File: config.mk
export PLATFORM = sky130hd
export DESIGN_NAME = gdc_fifo
export DESIGN_NICKNAME = d
export VERILOG_FILES = /design/src/gdc_pkg.sv /design/src/gdc_fifo.sv
export SDC_FILE = /design/constraint.sdc
export NUM_CORES = 1
export LEC_CHECK = 0
export ABC_AREA = 1
export BUFFER_PORTS_ARGS = -buffer_cell sky130_fd_sc_hd__buf_2
export CORE_UTILIZATION = 53
export CTS_CLUSTER_DIAMETER = 150
export DETAILED_ROUTE_END_ITERATION = 8
export GPL_ROUTABILITY_DRIVEN = 0
export PLACE_DENSITY = 0.79
export SLEW_MARGIN = 20
export SYNTH_ARGS = -nofsm -noshare
export SYNTH_HDL_FRONTEND = slang
export SYNTH_SLANG_ARGS = --single-unit
File: constraint.sdc
create_clock -name i_clk -period 7.53 [get_ports i_clk]
set_input_delay 1.506 -clock i_clk [delete_from_list [all_inputs] [get_ports i_clk]]
set_output_delay 1.506 -clock i_clk [all_outputs]
set_load 0.02 [all_outputs]
File: src/gdc_pkg.sv
// Shared constants, types and codes of the grid ray caster.
`default_nettype none

package gdc_pkg;

    // Geometry and angle configuration.
    localparam int MAP_DIM    = 64;
    localparam int TILE_SHIFT = 6;
    localparam int ANGLE_BITS = 12;

    localparam int MAP_BITS    = $clog2(MAP_DIM);
    localparam int ADDR_BITS   = 2 * MAP_BITS;
    localparam int CELL_BITS   = MAP_BITS + 2;
    localparam int TILE        = 1 << TILE_SHIFT;
    localparam int GAP_BITS    = TILE_SHIFT + 1;
    localparam int DIV_SHIFT   = 22;
    localparam int DIV_BITS    = GAP_BITS + DIV_SHIFT;
    localparam int DIV_CNT_BITS = $clog2(DIV_BITS);
    localparam int TRIG_BITS   = 15;
    localparam int TRIG_FRAC   = 14;
    localparam int DIST_BITS   = 31;
    localparam int OUT_BITS    = 24;
    localparam int PROD_BITS   = OUT_BITS + TRIG_BITS;
    localparam int STEP_LIMIT  = 2 * MAP_DIM + 2;
    localparam int STEP_BITS   = $clog2(STEP_LIMIT + 1);
    localparam int X_SHIFT     = 17 - ANGLE_BITS;
    localparam int FIELD_BITS  = 6;
    localparam int CFG_BITS    = 7;
    localparam int QUEUE_DEPTH = 2;
    localparam int QPTR_BITS   = $clog2(QUEUE_DEPTH);

    typedef logic signed [CELL_BITS-1:0] t_cell;
    typedef logic [DIST_BITS-1:0]        t_dist;
    typedef logic [TRIG_BITS-1:0]        t_trig;
    typedef logic [ANGLE_BITS-1:0]       t_angle;
    typedef logic [ADDR_BITS-1:0]        t_addr;
    typedef logic [MAP_BITS:0]           t_dim;
    typedef logic [OUT_BITS-1:0]         t_out;
    typedef logic [GAP_BITS-1:0]         t_gap;
    typedef logic [FIELD_BITS-1:0]       t_field;
    typedef logic [TILE_SHIFT-1:0]       t_frac;
    typedef logic [CFG_BITS-1:0]         t_cfg;
    typedef logic [STEP_BITS-1:0]        t_steps;
    typedef logic [ANGLE_BITS-2:0]       t_phase;

    localparam t_angle QUARTER_A = t_angle'(1 << (ANGLE_BITS - 2));
    localparam t_angle HALF_A    = t_angle'(2 << (ANGLE_BITS - 2));
    localparam t_angle THREEQ_A  = t_angle'(3 << (ANGLE_BITS - 2));
    localparam t_phase QUARTER_P = t_phase'(1 << (ANGLE_BITS - 2));

    localparam t_dist DIST_MAX = '1;
    localparam t_out  OUT_MAX  = '1;
    localparam t_cfg  CFG_DIM_RESET = t_cfg'(MAP_DIM);

    // Polynomial coefficients of the quarter-wave sine.
    localparam logic [15:0] K_SIN_A = 16'd51472;
    localparam logic [15:0] K_SIN_B = 16'd21024;
    localparam logic [15:0] K_SIN_C = 16'd2320;

    // Item kinds.
    localparam logic KIND_WRITE = 1'b0;
    localparam logic KIND_CAST  = 1'b1;

    // Result status codes.
    localparam logic [1:0] ST_HIT   = 2'd0;
    localparam logic [1:0] ST_WRITE = 2'd1;
    localparam logic [1:0] ST_LEFT  = 2'd2;

    // Wall face codes.
    localparam logic [1:0] FACE_EAST  = 2'd0;
    localparam logic [1:0] FACE_WEST  = 2'd1;
    localparam logic [1:0] FACE_NORTH = 2'd2;
    localparam logic [1:0] FACE_SOUTH = 2'd3;

    // Configuration register indexes.
    localparam logic CFG_COLUMNS = 1'b0;
    localparam logic CFG_ROWS    = 1'b1;

    // One classified item, passed from the front to the back.
    typedef struct packed {
        logic   kind;
        t_field cell_col;
        t_field cell_row;
        logic   cell_is_wall;
        t_cell  mx0;
        t_cell  my0;
        t_frac  fx;
        t_frac  fy;
        t_angle a;
        t_trig  sn_mag;
        t_trig  cs_mag;
        t_trig  cc_mag;
        logic   cc_neg;
    } t_item;

endpackage

`default_nettype wire

File: src/gdc_fifo.sv
// Short queue of classified items between the front and the back.
`default_nettype none

module gdc_fifo (
    input  wire logic           i_clk,
    input  wire logic           i_rst_n,
    input  wire logic           i_push,
    input  gdc_pkg::t_item      i_item,
    output logic                o_full,
    input  wire logic           i_pop,
    output gdc_pkg::t_item      o_item,
    output logic                o_empty
);

    gdc_pkg::t_item                  r_mem [gdc_pkg::QUEUE_DEPTH];
    logic [gdc_pkg::QPTR_BITS-1:0]   r_wp, r_rp;
    logic [gdc_pkg::QPTR_BITS:0]     r_cnt;

    assign o_full  = (r_cnt == (gdc_pkg::QPTR_BITS + 1)'(gdc_pkg::QUEUE_DEPTH));
    assign o_empty = (r_cnt == '0);
    assign o_item  = r_mem[r_rp];

    // Pointers and fill count.
    always_ff @(posedge i_clk) begin
        if (!i_rst_n) begin
            r_wp  <= '0;
            r_rp  <= '0;
            r_cnt <= '0;
        end else begin
            if (i_push) begin
                r_wp <= r_wp + 1'b1;
            end
            if (i_pop) begin
                r_rp <= r_rp + 1'b1;
            end
            if (i_push && !i_pop) begin
                r_cnt <= r_cnt + 1'b1;
            end else if (!i_push && i_pop) begin
                r_cnt <= r_cnt - 1'b1;
            end
        end
    end

    // Entry storage.
    always_ff @(posedge i_clk) begin
        if (i_push) begin
            r_mem[r_wp] <= i_item;
        end
    end

endmodule

`default_nettype wire

==> summary.txt <==
STA
  • FMAX: approximately 0.23 GHz
  • Finish-stage setup viols: 0
  • Tcrit/Tclk final: 58.1%
  • Period minus WS final: between 4 and 5 ns
  • RSZ-0062 raised after global routing: false
  • Total Neg Setup Slack: 0 ns
  • Worst slew pin tran: approximately 0.94 ns
  • Max Clock Skew: a little under 0.006 ns
  • Slew margin rel.: 37.3%
  • Final Hold Viols: 0
  • Slew Viols, Final: 0

Power and ir drop
  • Sw Pwr: about 550 µW
  • Pint: 1970 µW
  • Sw Ratio: around 22%
  • Share of power burned in registers: between 50% and 60%
  • Maximum VDD drop: approximately 0.18 mV
  • Static leakage: 0.00389 µW
  • Comb power frac: between 10% and 20%
  • Power share of the clock group: between 30% and 40%
  • Power per standard cell area: 262 nW/µm²

Layout
  • Post-route cell area: just under 10,000 µm²
  • Commonest cells after routing, fill and taps aside: 205 x buf_2, 200 x edfxtp_1, 100 x mux2_4
  • Area Growth Syn to Fin: 21.4%
  • Nets: 672
  • Most common cell after layout, fill and taps aside: buf_2
  • Layout cells sized above 1: a little under 60%
  • Post-route insts no fill: between 700 and 800

Clocking
  • Worst-skew pair later-pin latency: ~0.47 ns
  • Clock buffer depth: 3
  • CTS H-tree depth: 1
  • # clock sinks: between 200 and 250
  • Post-CTS Setup Repair Bufs: 0
  • CTS clk-pin slew, worst paths: approximately 0.050 ns
  • CTS buffer count: 21
  • CTS resizes: 0
  • Clock tree root buffer cell: clkbuf_16
  • CTS tree: yes
  • Cts hold-fix bufs: 0

Global route
  • Grt total ovfl: 0
  • First-pass GRT wire length: about 20,000 µm
  • GRT met1 Usage: between 20 and 25%
  • Pin count of the biggest net entering global routing: 66
  • Met2 GRT Util: 29.2%
  • Met3 GRT Util: about 4.5%
  • Grt peak-use layer: met2
  • GRT Total Usage: between 10% and 20%
  • Initial antenna violation count: 1
  • Vias in the first global route: around 4,000

Floorplan
  • IO Count: 206
  • Die area: around 15,000 µm²
  • Initial Util: 54.5%
  • Die H: 124 µm
  • Core area: 14,600 µm²
  • Site row count: 44
  • Die width: 124 µm

Worst setup path
  • Crit path to: o_item[73]
  • Worst r2r src: r_wp
  • Req. time, crit path: 6.02 ns
  • R2R depth: 3
  • R2r endpoint: r_mem[0][23]
  • R2r setup slk: approximately 5.3 ns
  • Worst EP arrival: between 2 and 3 ns
  • Crit start category: flop
  • Critical Path Fanout Max: between 50 and 60
  • Worst setup EP type: output pin
  • CP Class: flop to output pin

Synth
  • Syn Nets: approximately 450
  • Cells after Synth: ~350
  • #FFs+latches synth: 205
  • Ys Warns: 0
  • Mapped Area: between 7000 and 8000 µm²
  • Syn_area_per_cell: between 20 and 25 µm²
  • Register area share after synthesis: approximately three quarters
  • Yosys cell types: 13

Drt
  • Routed WL: between 10,000 and 15,000 µm
  • Vias per cell: just under 5
  • Via count: roughly 3,800
  • DRC errors left: 0
  • DR iter-0 viols: around 190
  • Antenna viol nets, final: 0
  • DR pass1 iterations: 6
  • Mean routed wirelength per cell: about 17 µm

Hold path
  • Hold Crit Class: flop to flop
  • Hold path start: r_rp

Place
  • Port Buffer Count: about 200
  • Dpl hpwl: 8710 µm
  • Cells after DPL: between 700 and 800
  • Placed Instance Area: a little over 9000 µm²

Run
  • Max capacitance violation total: 0

Status
  • Status: completed
flip-flops by register name, summed over array words and instances (netlist names), named ones only:
name	flops
r_mem	200
r_cnt	2
r_rp	1
r_wp	1
stage by stage:
stage	power (µW)	utilization [%]	hold slack (ns)	setup WS, ns
after CTS	2550	66.1	0.513	3.10
after floorplan	1580	-	0.463	1.24
after global routing	2620	66.1	0.533	3.01
after global placement	1650	61.9	0.473	3.65
final	2520	66.1	0.513	3.15
after detailed placement	1670	62.1	0.499	3.62
Yosys cell counts:
master	instances	area share, %
a21oi_1	1	0.063
buf_12	10	2.5
buf_6	1	0.14
dfxtp_1	5	1.3
edfxtp_1	200	76
ha_1	1	0.16
inv_1	8	0.38
mux2_4	100	19
nand2_1	8	0.38
nand3_1	1	0.063
nand4_1	1	0.079
nor2_1	9	0.43
o21ai_0	1	0.063
layout make-up:
type | count | area [µm²]
clock inverters | 7 | 32.5
fillers | 978 | 4940
multi-input cells | 122 | 1610
inverters | 8 | 32.5
flip-flops and latches | 205 | 6110
well taps | 184 | 230
diodes | 1 | 2.50
repair buffers | 209 | 1080
clock buffers | 29 | 556
layer usage:
| layer | vias up | part of all wire [%] |
|---|---|---|
| met3 | 14 | 7.0 |
| met1 | 1826 | 40 |
| li1 | 1798 | - |
| met4 | 0 | 1.5 |
| met2 | 133 | 51 |
| met5 | - | 0 |
logic make-up after synthesis:
logic type                 after synthesis  synth area share [%]
DFF                                    205                  76.8
muxes                                  100                  18.9
buffers and inverters                   19                  3.04
and+or+nand+nor                         19                 0.945
AOI/OAI and AO/OA                        2                 0.126
adders and majority gates                1                 0.157
critical path, stage by stage, from the launching register on:
cell	delay [ns]
dfxtp_4	0.95
buf_4	0.86
mux2_4	0.36
buf_2	0.16
worst min-delay path by stage:
stage                     slack (ns)  endpoint  cells past startpoint
after detailed placement        0.50      flop                      2
after CTS                       0.51      flop                      2
after global routing            0.53      flop                      2
after global placement          0.47      flop                      2
final                           0.51      flop                      2
after floorplan                 0.46      flop                      2
power groups by stage:
stage	Clock [µW]	Combinational, µW	Sequential (µW)
finish	885	290	1350
detailed placement	0	293	1370
global placement	0	285	1370
floorplan	0	216	1360
global route	953	309	1350
CTS	909	294	1350
Power figures use the tool's default switching activity.
