<file path="src/gdc_pkg.sv">
// Shared constants, types and codes of the grid ray caster.
`default_nettype none

package gdc_pkg;

    // Geometry and angle configuration.
    localparam int MAP_DIM    = 64;
    localparam int TILE_SHIFT = 6;
    localparam int ANGLE_BITS = 12;

    localparam int MAP_BITS    = $clog2(MAP_DIM);
    localparam int ADDR_BITS   = 2 * MAP_BITS;
    localparam int CELL_BITS   = MAP_BITS + 2;
    localparam int TILE        = 1 << TILE_SHIFT;
    localparam int GAP_BITS    = TILE_SHIFT + 1;
    localparam int DIV_SHIFT   = 22;
    localparam int DIV_BITS    = GAP_BITS + DIV_SHIFT;
    localparam int DIV_CNT_BITS = $clog2(DIV_BITS);
    localparam int TRIG_BITS   = 15;
    localparam int TRIG_FRAC   = 14;
    localparam int DIST_BITS   = 31;
    localparam int OUT_BITS    = 24;
    localparam int PROD_BITS   = OUT_BITS + TRIG_BITS;
    localparam int STEP_LIMIT  = 2 * MAP_DIM + 2;
    localparam int STEP_BITS   = $clog2(STEP_LIMIT + 1);
    localparam int X_SHIFT     = 17 - ANGLE_BITS;
    localparam int FIELD_BITS  = 6;
    localparam int CFG_BITS    = 7;
    localparam int QUEUE_DEPTH = 2;
    localparam int QPTR_BITS   = $clog2(QUEUE_DEPTH);

    typedef logic signed [CELL_BITS-1:0] t_cell;
    typedef logic [DIST_BITS-1:0]        t_dist;
    typedef logic [TRIG_BITS-1:0]        t_trig;
    typedef logic [ANGLE_BITS-1:0]       t_angle;
    typedef logic [ADDR_BITS-1:0]        t_addr;
    typedef logic [MAP_BITS:0]           t_dim;
    typedef logic [OUT_BITS-1:0]         t_out;
    typedef logic [GAP_BITS-1:0]         t_gap;
    typedef logic [FIELD_BITS-1:0]       t_field;
    typedef logic [TILE_SHIFT-1:0]       t_frac;
    typedef logic [CFG_BITS-1:0]         t_cfg;
    typedef logic [STEP_BITS-1:0]        t_steps;
    typedef logic [ANGLE_BITS-2:0]       t_phase;

    localparam t_angle QUARTER_A = t_angle'(1 << (ANGLE_BITS - 2));
    localparam t_angle HALF_A    = t_angle'(2 << (ANGLE_BITS - 2));
    localparam t_angle THREEQ_A  = t_angle'(3 << (ANGLE_BITS - 2));
    localparam t_phase QUARTER_P = t_phase'(1 << (ANGLE_BITS - 2));

    localparam t_dist DIST_MAX = '1;
    localparam t_out  OUT_MAX  = '1;
    localparam t_cfg  CFG_DIM_RESET = t_cfg'(MAP_DIM);

    // Polynomial coefficients of the quarter-wave sine.
    localparam logic [15:0] K_SIN_A = 16'd51472;
    localparam logic [15:0] K_SIN_B = 16'd21024;
    localparam logic [15:0] K_SIN_C = 16'd2320;

    // Item kinds.
    localparam logic KIND_WRITE = 1'b0;
    localparam logic KIND_CAST  = 1'b1;

    // Result status codes.
    localparam logic [1:0] ST_HIT   = 2'd0;
    localparam logic [1:0] ST_WRITE = 2'd1;
    localparam logic [1:0] ST_LEFT  = 2'd2;

    // Wall face codes.
    localparam logic [1:0] FACE_EAST  = 2'd0;
    localparam logic [1:0] FACE_WEST  = 2'd1;
    localparam logic [1:0] FACE_NORTH = 2'd2;
    localparam logic [1:0] FACE_SOUTH = 2'd3;

    // Configuration register indexes.
    localparam logic CFG_COLUMNS = 1'b0;
    localparam logic CFG_ROWS    = 1'b1;

    // One classified item, passed from the front to the back.
    typedef struct packed {
        logic   kind;
        t_field cell_col;
        t_field cell_row;
        logic   cell_is_wall;
        t_cell  mx0;
        t_cell  my0;
        t_frac  fx;
        t_frac  fy;
        t_angle a;
        t_trig  sn_mag;
        t_trig  cs_mag;
        t_trig  cc_mag;
        logic   cc_neg;
    } t_item;

endpackage

`default_nettype wire

</file>
<file path="src/gdc_front.sv">
// Front end: accepts items and works out the trigonometry of each ray.
`default_nettype none

module gdc_front (
    input  wire logic          i_clk,
    input  wire logic          i_rst_n,
    input  wire logic          i_in_valid,
    output logic               o_in_stall,
    input  wire logic          i_kind,
    input  wire logic [5:0]    i_cell_col,
    input  wire logic [5:0]    i_cell_row,
    input  wire logic          i_cell_is_wall,
    input  wire logic [11:0]   i_player_x,
    input  wire logic [11:0]   i_player_y,
    input  wire logic [13:0]   i_ray_angle,
    input  wire logic [11:0]   i_view_angle,
    input  wire logic          i_hold,
    input  wire logic          i_full,
    output logic               o_push,
    output gdc_pkg::t_item     o_item
);

    localparam logic [1:0] F_IDLE = 2'd0;
    localparam logic [1:0] F_TRIG = 2'd1;
    localparam logic [1:0] F_PUSH = 2'd2;

    localparam logic [1:0] TI_SIN  = 2'd0;
    localparam logic [1:0] TI_COS  = 2'd1;
    localparam logic [1:0] TI_VIEW = 2'd2;

    localparam logic [1:0] SP_SQUARE = 2'd0;
    localparam logic [1:0] SP_INNER  = 2'd1;
    localparam logic [1:0] SP_OUTER  = 2'd2;
    localparam logic [1:0] SP_FINAL  = 2'd3;

    logic [1:0]      r_state, n_state;
    logic [1:0]      r_ti, n_ti;
    logic [1:0]      r_step, n_step;
    gdc_pkg::t_item  r_item;
    gdc_pkg::t_angle r_ca;
    logic [15:0]     r_x, r_x2, r_t;
    logic            r_neg;

    logic            accept;
    logic [31:0]     ray_ext, view_ext, ca_diff;
    gdc_pkg::t_angle ph;
    gdc_pkg::t_phase pq;
    logic [15:0]     x_val, mul_a, mul_b;
    logic [31:0]     prod;

    assign o_in_stall = (r_state != F_IDLE) || i_hold;
    assign accept     = i_in_valid && !o_in_stall;
    assign o_push     = (r_state == F_PUSH) && !i_full;
    assign o_item     = r_item;

    // Ray and view-offset angles, reduced to one turn.
    always_comb begin
        ray_ext  = {{18{i_ray_angle[13]}}, i_ray_angle};
        view_ext = {20'd0, i_view_angle};
        ca_diff  = view_ext - ray_ext;
    end

    // Phase of the sine being evaluated, folded into the first quadrant.
    always_comb begin
        case (r_ti)
            TI_SIN:  ph = r_item.a;
            TI_COS:  ph = r_item.a + gdc_pkg::QUARTER_A;
            default: ph = r_ca + gdc_pkg::QUARTER_A;
        endcase
        pq = {1'b0, ph[gdc_pkg::ANGLE_BITS-3:0]};
        if (ph[gdc_pkg::ANGLE_BITS-2]) begin
            pq = gdc_pkg::QUARTER_P - pq;
        end
        x_val = 16'(pq) << gdc_pkg::X_SHIFT;
    end

    // One shared multiplier serves the four polynomial steps.
    always_comb begin
        case (r_step)
            SP_SQUARE: begin
                mul_a = x_val;
                mul_b = x_val;
            end
            SP_INNER: begin
                mul_a = gdc_pkg::K_SIN_C;
                mul_b = r_x2;
            end
            SP_OUTER: begin
                mul_a = r_t;
                mul_b = r_x2;
            end
            default: begin
                mul_a = r_x;
                mul_b = r_t;
            end
        endcase
        prod = mul_a * mul_b;
    end

    // Sequencer: three sines of four steps each.
    always_comb begin
        n_state = r_state;
        n_ti    = r_ti;
        n_step  = r_step;
        case (r_state)
            F_IDLE: begin
                n_ti   = TI_SIN;
                n_step = SP_SQUARE;
                if (accept) begin
                    n_state = (i_kind == gdc_pkg::KIND_CAST) ? F_TRIG : F_PUSH;
                end
            end
            F_TRIG: begin
                if (r_step == SP_FINAL) begin
                    n_step = SP_SQUARE;
                    if (r_ti == TI_VIEW) begin
                        n_state = F_PUSH;
                    end else begin
                        n_ti = r_ti + 2'd1;
                    end
                end else begin
                    n_step = r_step + 2'd1;
                end
            end
            F_PUSH: begin
                if (!i_full) begin
                    n_state = F_IDLE;
                end
            end
            default: n_state = F_IDLE;
        endcase
    end

    always_ff @(posedge i_clk) begin
        if (!i_rst_n) begin
            r_state <= F_IDLE;
            r_ti    <= TI_SIN;
            r_step  <= SP_SQUARE;
        end else begin
            r_state <= n_state;
            r_ti    <= n_ti;
            r_step  <= n_step;
        end
    end

    // Item capture and polynomial datapath.
    always_ff @(posedge i_clk) begin
        if (accept) begin
            r_item.kind         <= i_kind;
            r_item.cell_col     <= i_cell_col;
            r_item.cell_row     <= i_cell_row;
            r_item.cell_is_wall <= i_cell_is_wall;
            r_item.mx0          <= gdc_pkg::t_cell'(i_player_x >> gdc_pkg::TILE_SHIFT);
            r_item.my0          <= gdc_pkg::t_cell'(i_player_y >> gdc_pkg::TILE_SHIFT);
            r_item.fx           <= i_player_x[gdc_pkg::TILE_SHIFT-1:0];
            r_item.fy           <= i_player_y[gdc_pkg::TILE_SHIFT-1:0];
            r_item.a            <= ray_ext[gdc_pkg::ANGLE_BITS-1:0];
            r_ca                <= ca_diff[gdc_pkg::ANGLE_BITS-1:0];
        end
        if (r_state == F_TRIG) begin
            case (r_step)
                SP_SQUARE: begin
                    r_x   <= x_val;
                    r_neg <= ph[gdc_pkg::ANGLE_BITS-1];
                    r_x2  <= prod[30:15];
                end
                SP_INNER: r_t <= gdc_pkg::K_SIN_B - prod[30:15];
                SP_OUTER: r_t <= gdc_pkg::K_SIN_A - prod[30:15];
                default: begin
                    case (r_ti)
                        TI_SIN: r_item.sn_mag <= prod[30:16];
                        TI_COS: r_item.cs_mag <= prod[30:16];
                        default: begin
                            r_item.cc_mag <= prod[30:16];
                            r_item.cc_neg <= r_neg;
                        end
                    endcase
                end
            endcase
        end
    end

endmodule

`default_nettype wire

</file>
<file path="config.mk">
export PLATFORM = sky130hd
export DESIGN_NAME = gdc_front
export DESIGN_NICKNAME = d
export VERILOG_FILES = /design/src/gdc_pkg.sv /design/src/gdc_front.sv
export SDC_FILE = /design/constraint.sdc
export NUM_CORES = 1
export LEC_CHECK = 0
export BUFFER_PORTS_ARGS = -buffer_cell sky130_fd_sc_hd__buf_4
export CORE_MARGIN = 8
export CORE_UTILIZATION = 50
export CTS_CLUSTER_SIZE = 28
export DETAILED_ROUTE_END_ITERATION = 16
export PLACE_DENSITY = 0.7
export SLEW_MARGIN = 30
export SYNTH_ARGS = -nofsm -noshare
export SYNTH_HDL_FRONTEND = slang
export SYNTH_SLANG_ARGS = --single-unit
</file>
<file path="constraint.sdc">
create_clock -name i_clk -period 29.7 [get_ports i_clk]
set_clock_uncertainty 0.2 [all_clocks]
set_input_delay 8.91 -clock i_clk [delete_from_list [all_inputs] [get_ports i_clk]]
set_output_delay 8.91 -clock i_clk [all_outputs]
set_load 0.02 [all_outputs]
</file>
==> impl_metrics.ini <==
[status]
status = finished clean

[final_layout]
design_area_um2 = 17200
multi_input_area_um2 = 9040
finish.utilization = 0.582
nFillCells = 2515
antenna_cells = 0
final-seq-area_um2 = 4680
drive_gt1_frac = 0.146
layout-area-overhead-vs-synth_pct = 15.1
stdcell_count = 2009
nNetsFinal = 1993

[clocking]
post_cts_resized = 0
clk_pin_slew_ns = 0.07
cts_buffers = 17
cts_setup_buffers = 0
hold_buffers = 0
cts.sinks = 158
clk_latency_ns = 0.43
cts_tree = yes
cts_root_buf = clkbuf_16
cts_buffer_depth = 2
htreeDepth = 4

[placement]
dpl_cell_area_um2 = 16600
portBuffers = 164
hpwl_um = 30400
place_worst_setup_slack_ns = 11.17
dp.cells = 1978
place.gp.congestion = 0.884

[grt]
track_usage = 0.218
overflow = 0
grt_pass1_vias = 11496
grt_max_degree = 63
grt_pass1_wl_um = 60800
antenna_found_initial = 0

[synthesis]
synth-compound-area-share = 0.0863
synth_top_cell_by_area = edfxtp_1
synthXorXnorAreaFrac = 0.0309
synth_enable_flop_cells = 152
synthCells = 1445
synth_most_common_cell = inv_1
synth_mux_area_frac = 0.000671
yosys-top-cells-area = edfxtp_1, fa_1, ha_1
ys_ff_latch = 158
synth_cell_types = 69
synthAdderAreaFrac = 0.363
synth_top_family_by_area = adder cells
async_flop_share = 0
syn_area_um2 = 14900
netlist.area_leader.share = 0.306
ys_top_cells_by_count = inv_1, nand2_1, fa_1
synth-simple-area-share = 0.123
yosysSeqAreaShare = 0.314
synth.yosys.warnings = 0
synth.avg_cell_area_um2 = 10.3
synth_ff_type = edfxtp_1

[die]
initial_core_util = 0.506
die_y_um = 189
core_area_um2 = 29500
die-area_um2 = 35600
fp-row-count = 63
num_io_pins = 171
die_w_um = 189

[routing]
drcViolationCount = 0
wire_per_inst_um = 19.1
drtIter0Drc = 836
vias = 10793
final_antenna_net_count = 0
viasPerCell = 5.37
first_pass_iters = 7
drt_wl_total_um = 38300

[sta]
finalSetupViolCount = 0
slew_headroom = 0.306
post-route-min-period_ns = 18.52
finalWorstSetupSlack_ns = 11.18
worst_pin_slew_ns = 1.03
hold_viol_final = 0
fmax_mhz = 54.0
hold_slack_ns = 0.243
setup_tns_ns = 0
rsz0062_at_grt = no
slew_violations = 0
fin_crit_sh = 0.624

[power]
cellPowerDensity_nw_per_um2 = 125
power_mw = 2.14
vdd_drop_max_uv = 95.8
power_leakage_nw = 7.97

[worst_setup_path]
path_class = in -> out
endpoint_kind = primary output
required_ns = 20.59
arrival_ns = 9.41
cp-start-kind = primary input
cp_max_fo = 2

[job]
maxCapViolations = 0

[min_path]
hold_path_class = reg -> reg
==> path summary, 6_finish.rpt <==
check,startpoint,to,slack (ns),cells past startpoint
worst max-delay path,i_hold,o_in_stall,11.18,4
worst min register to register,r_neg$_DFFE_PP_,o_item[0]$_DFFE_PP_,0.24,0
worst max register to register,r_ti[0]$_SDFFE_PN0P_,r_t[15]$_DFFE_PP_,17.60,39
worst min-delay path,r_neg$_DFFE_PP_,o_item[0]$_DFFE_PP_,0.24,0
==> worst max-delay path, cell delays in order <==
cell	delay, ns
buf_4	0.10
nor3_1	0.17
inv_1	0.07
buf_4	0.16
==> cell type report <==
class / instances / share of cell area
clock buffers: 18 / 0.0250
repair buffers: 183 / 0.0800
inverters: 276 / 0.0603
flip-flops and latches: 158 / 0.273
multi-input cells: 971 / 0.527
well taps: 390 / 0.0284
clock inverters: 13 / 0.00671
==> sequential cells by signal (all words and copies together), names as in the netlist <==
name / count
r_state: 2
r_t: 16
r_step: 2
r_neg: 1
r_x: 11
r_ca: 12
o_item: 96
r_x2: 16
r_ti: 2
==> per-layer routing <==
metal	track usage	wire length, um	up-vias
met5	0	0	-
met4	0.0734	989	0
met3	0.0562	2920	71
met2	0.384	19500	384
met1	0.253	14900	5385
li1	-	-	4953
==> layout by cell type (no fill, tap or decap), types with 5 or more instances in the layout <==
cell type	instances
a211oi_1	5
a21boi_0	5
a21o_1	11
a21oi_1	42
a22oi_1	15
a2bb2oi_1	5
a31oi_1	6
and2_1	33
and3_1	11
buf_4	183
clkbuf_16	17
dfxtp_1	6
edfxtp_1	152
fa_1	193
ha_1	123
inv_1	273
nand2_1	210
nand2b_1	7
nand3_1	15
nor2_1	111
nor2b_1	9
nor3_1	8
o21a_1	19
o21ai_0	21
o21ai_1	16
xnor2_1	32
xor2_1	15
==> cells by family (layout without fill, tap and decap cells) <==
group	after synthesis	in the layout
simple gates	420	420
buf+inv	319	490
fa+ha+maj	317	317
compound gates	179	179
flops	158	158
xor+xnor	50	50
other cells	1	4
mux	1	1
==> where the power goes <==
group          total [mW]  leakage, nW  switching (mW)  internal [mW]
clock               0.203        0.258          0.0881          0.115
combinational        1.49         6.26           0.924          0.566
sequential          0.450         1.45         0.00552          0.445
total                2.14         7.97            1.02           1.13
Note: power is estimated with default switching activity, not from simulation.
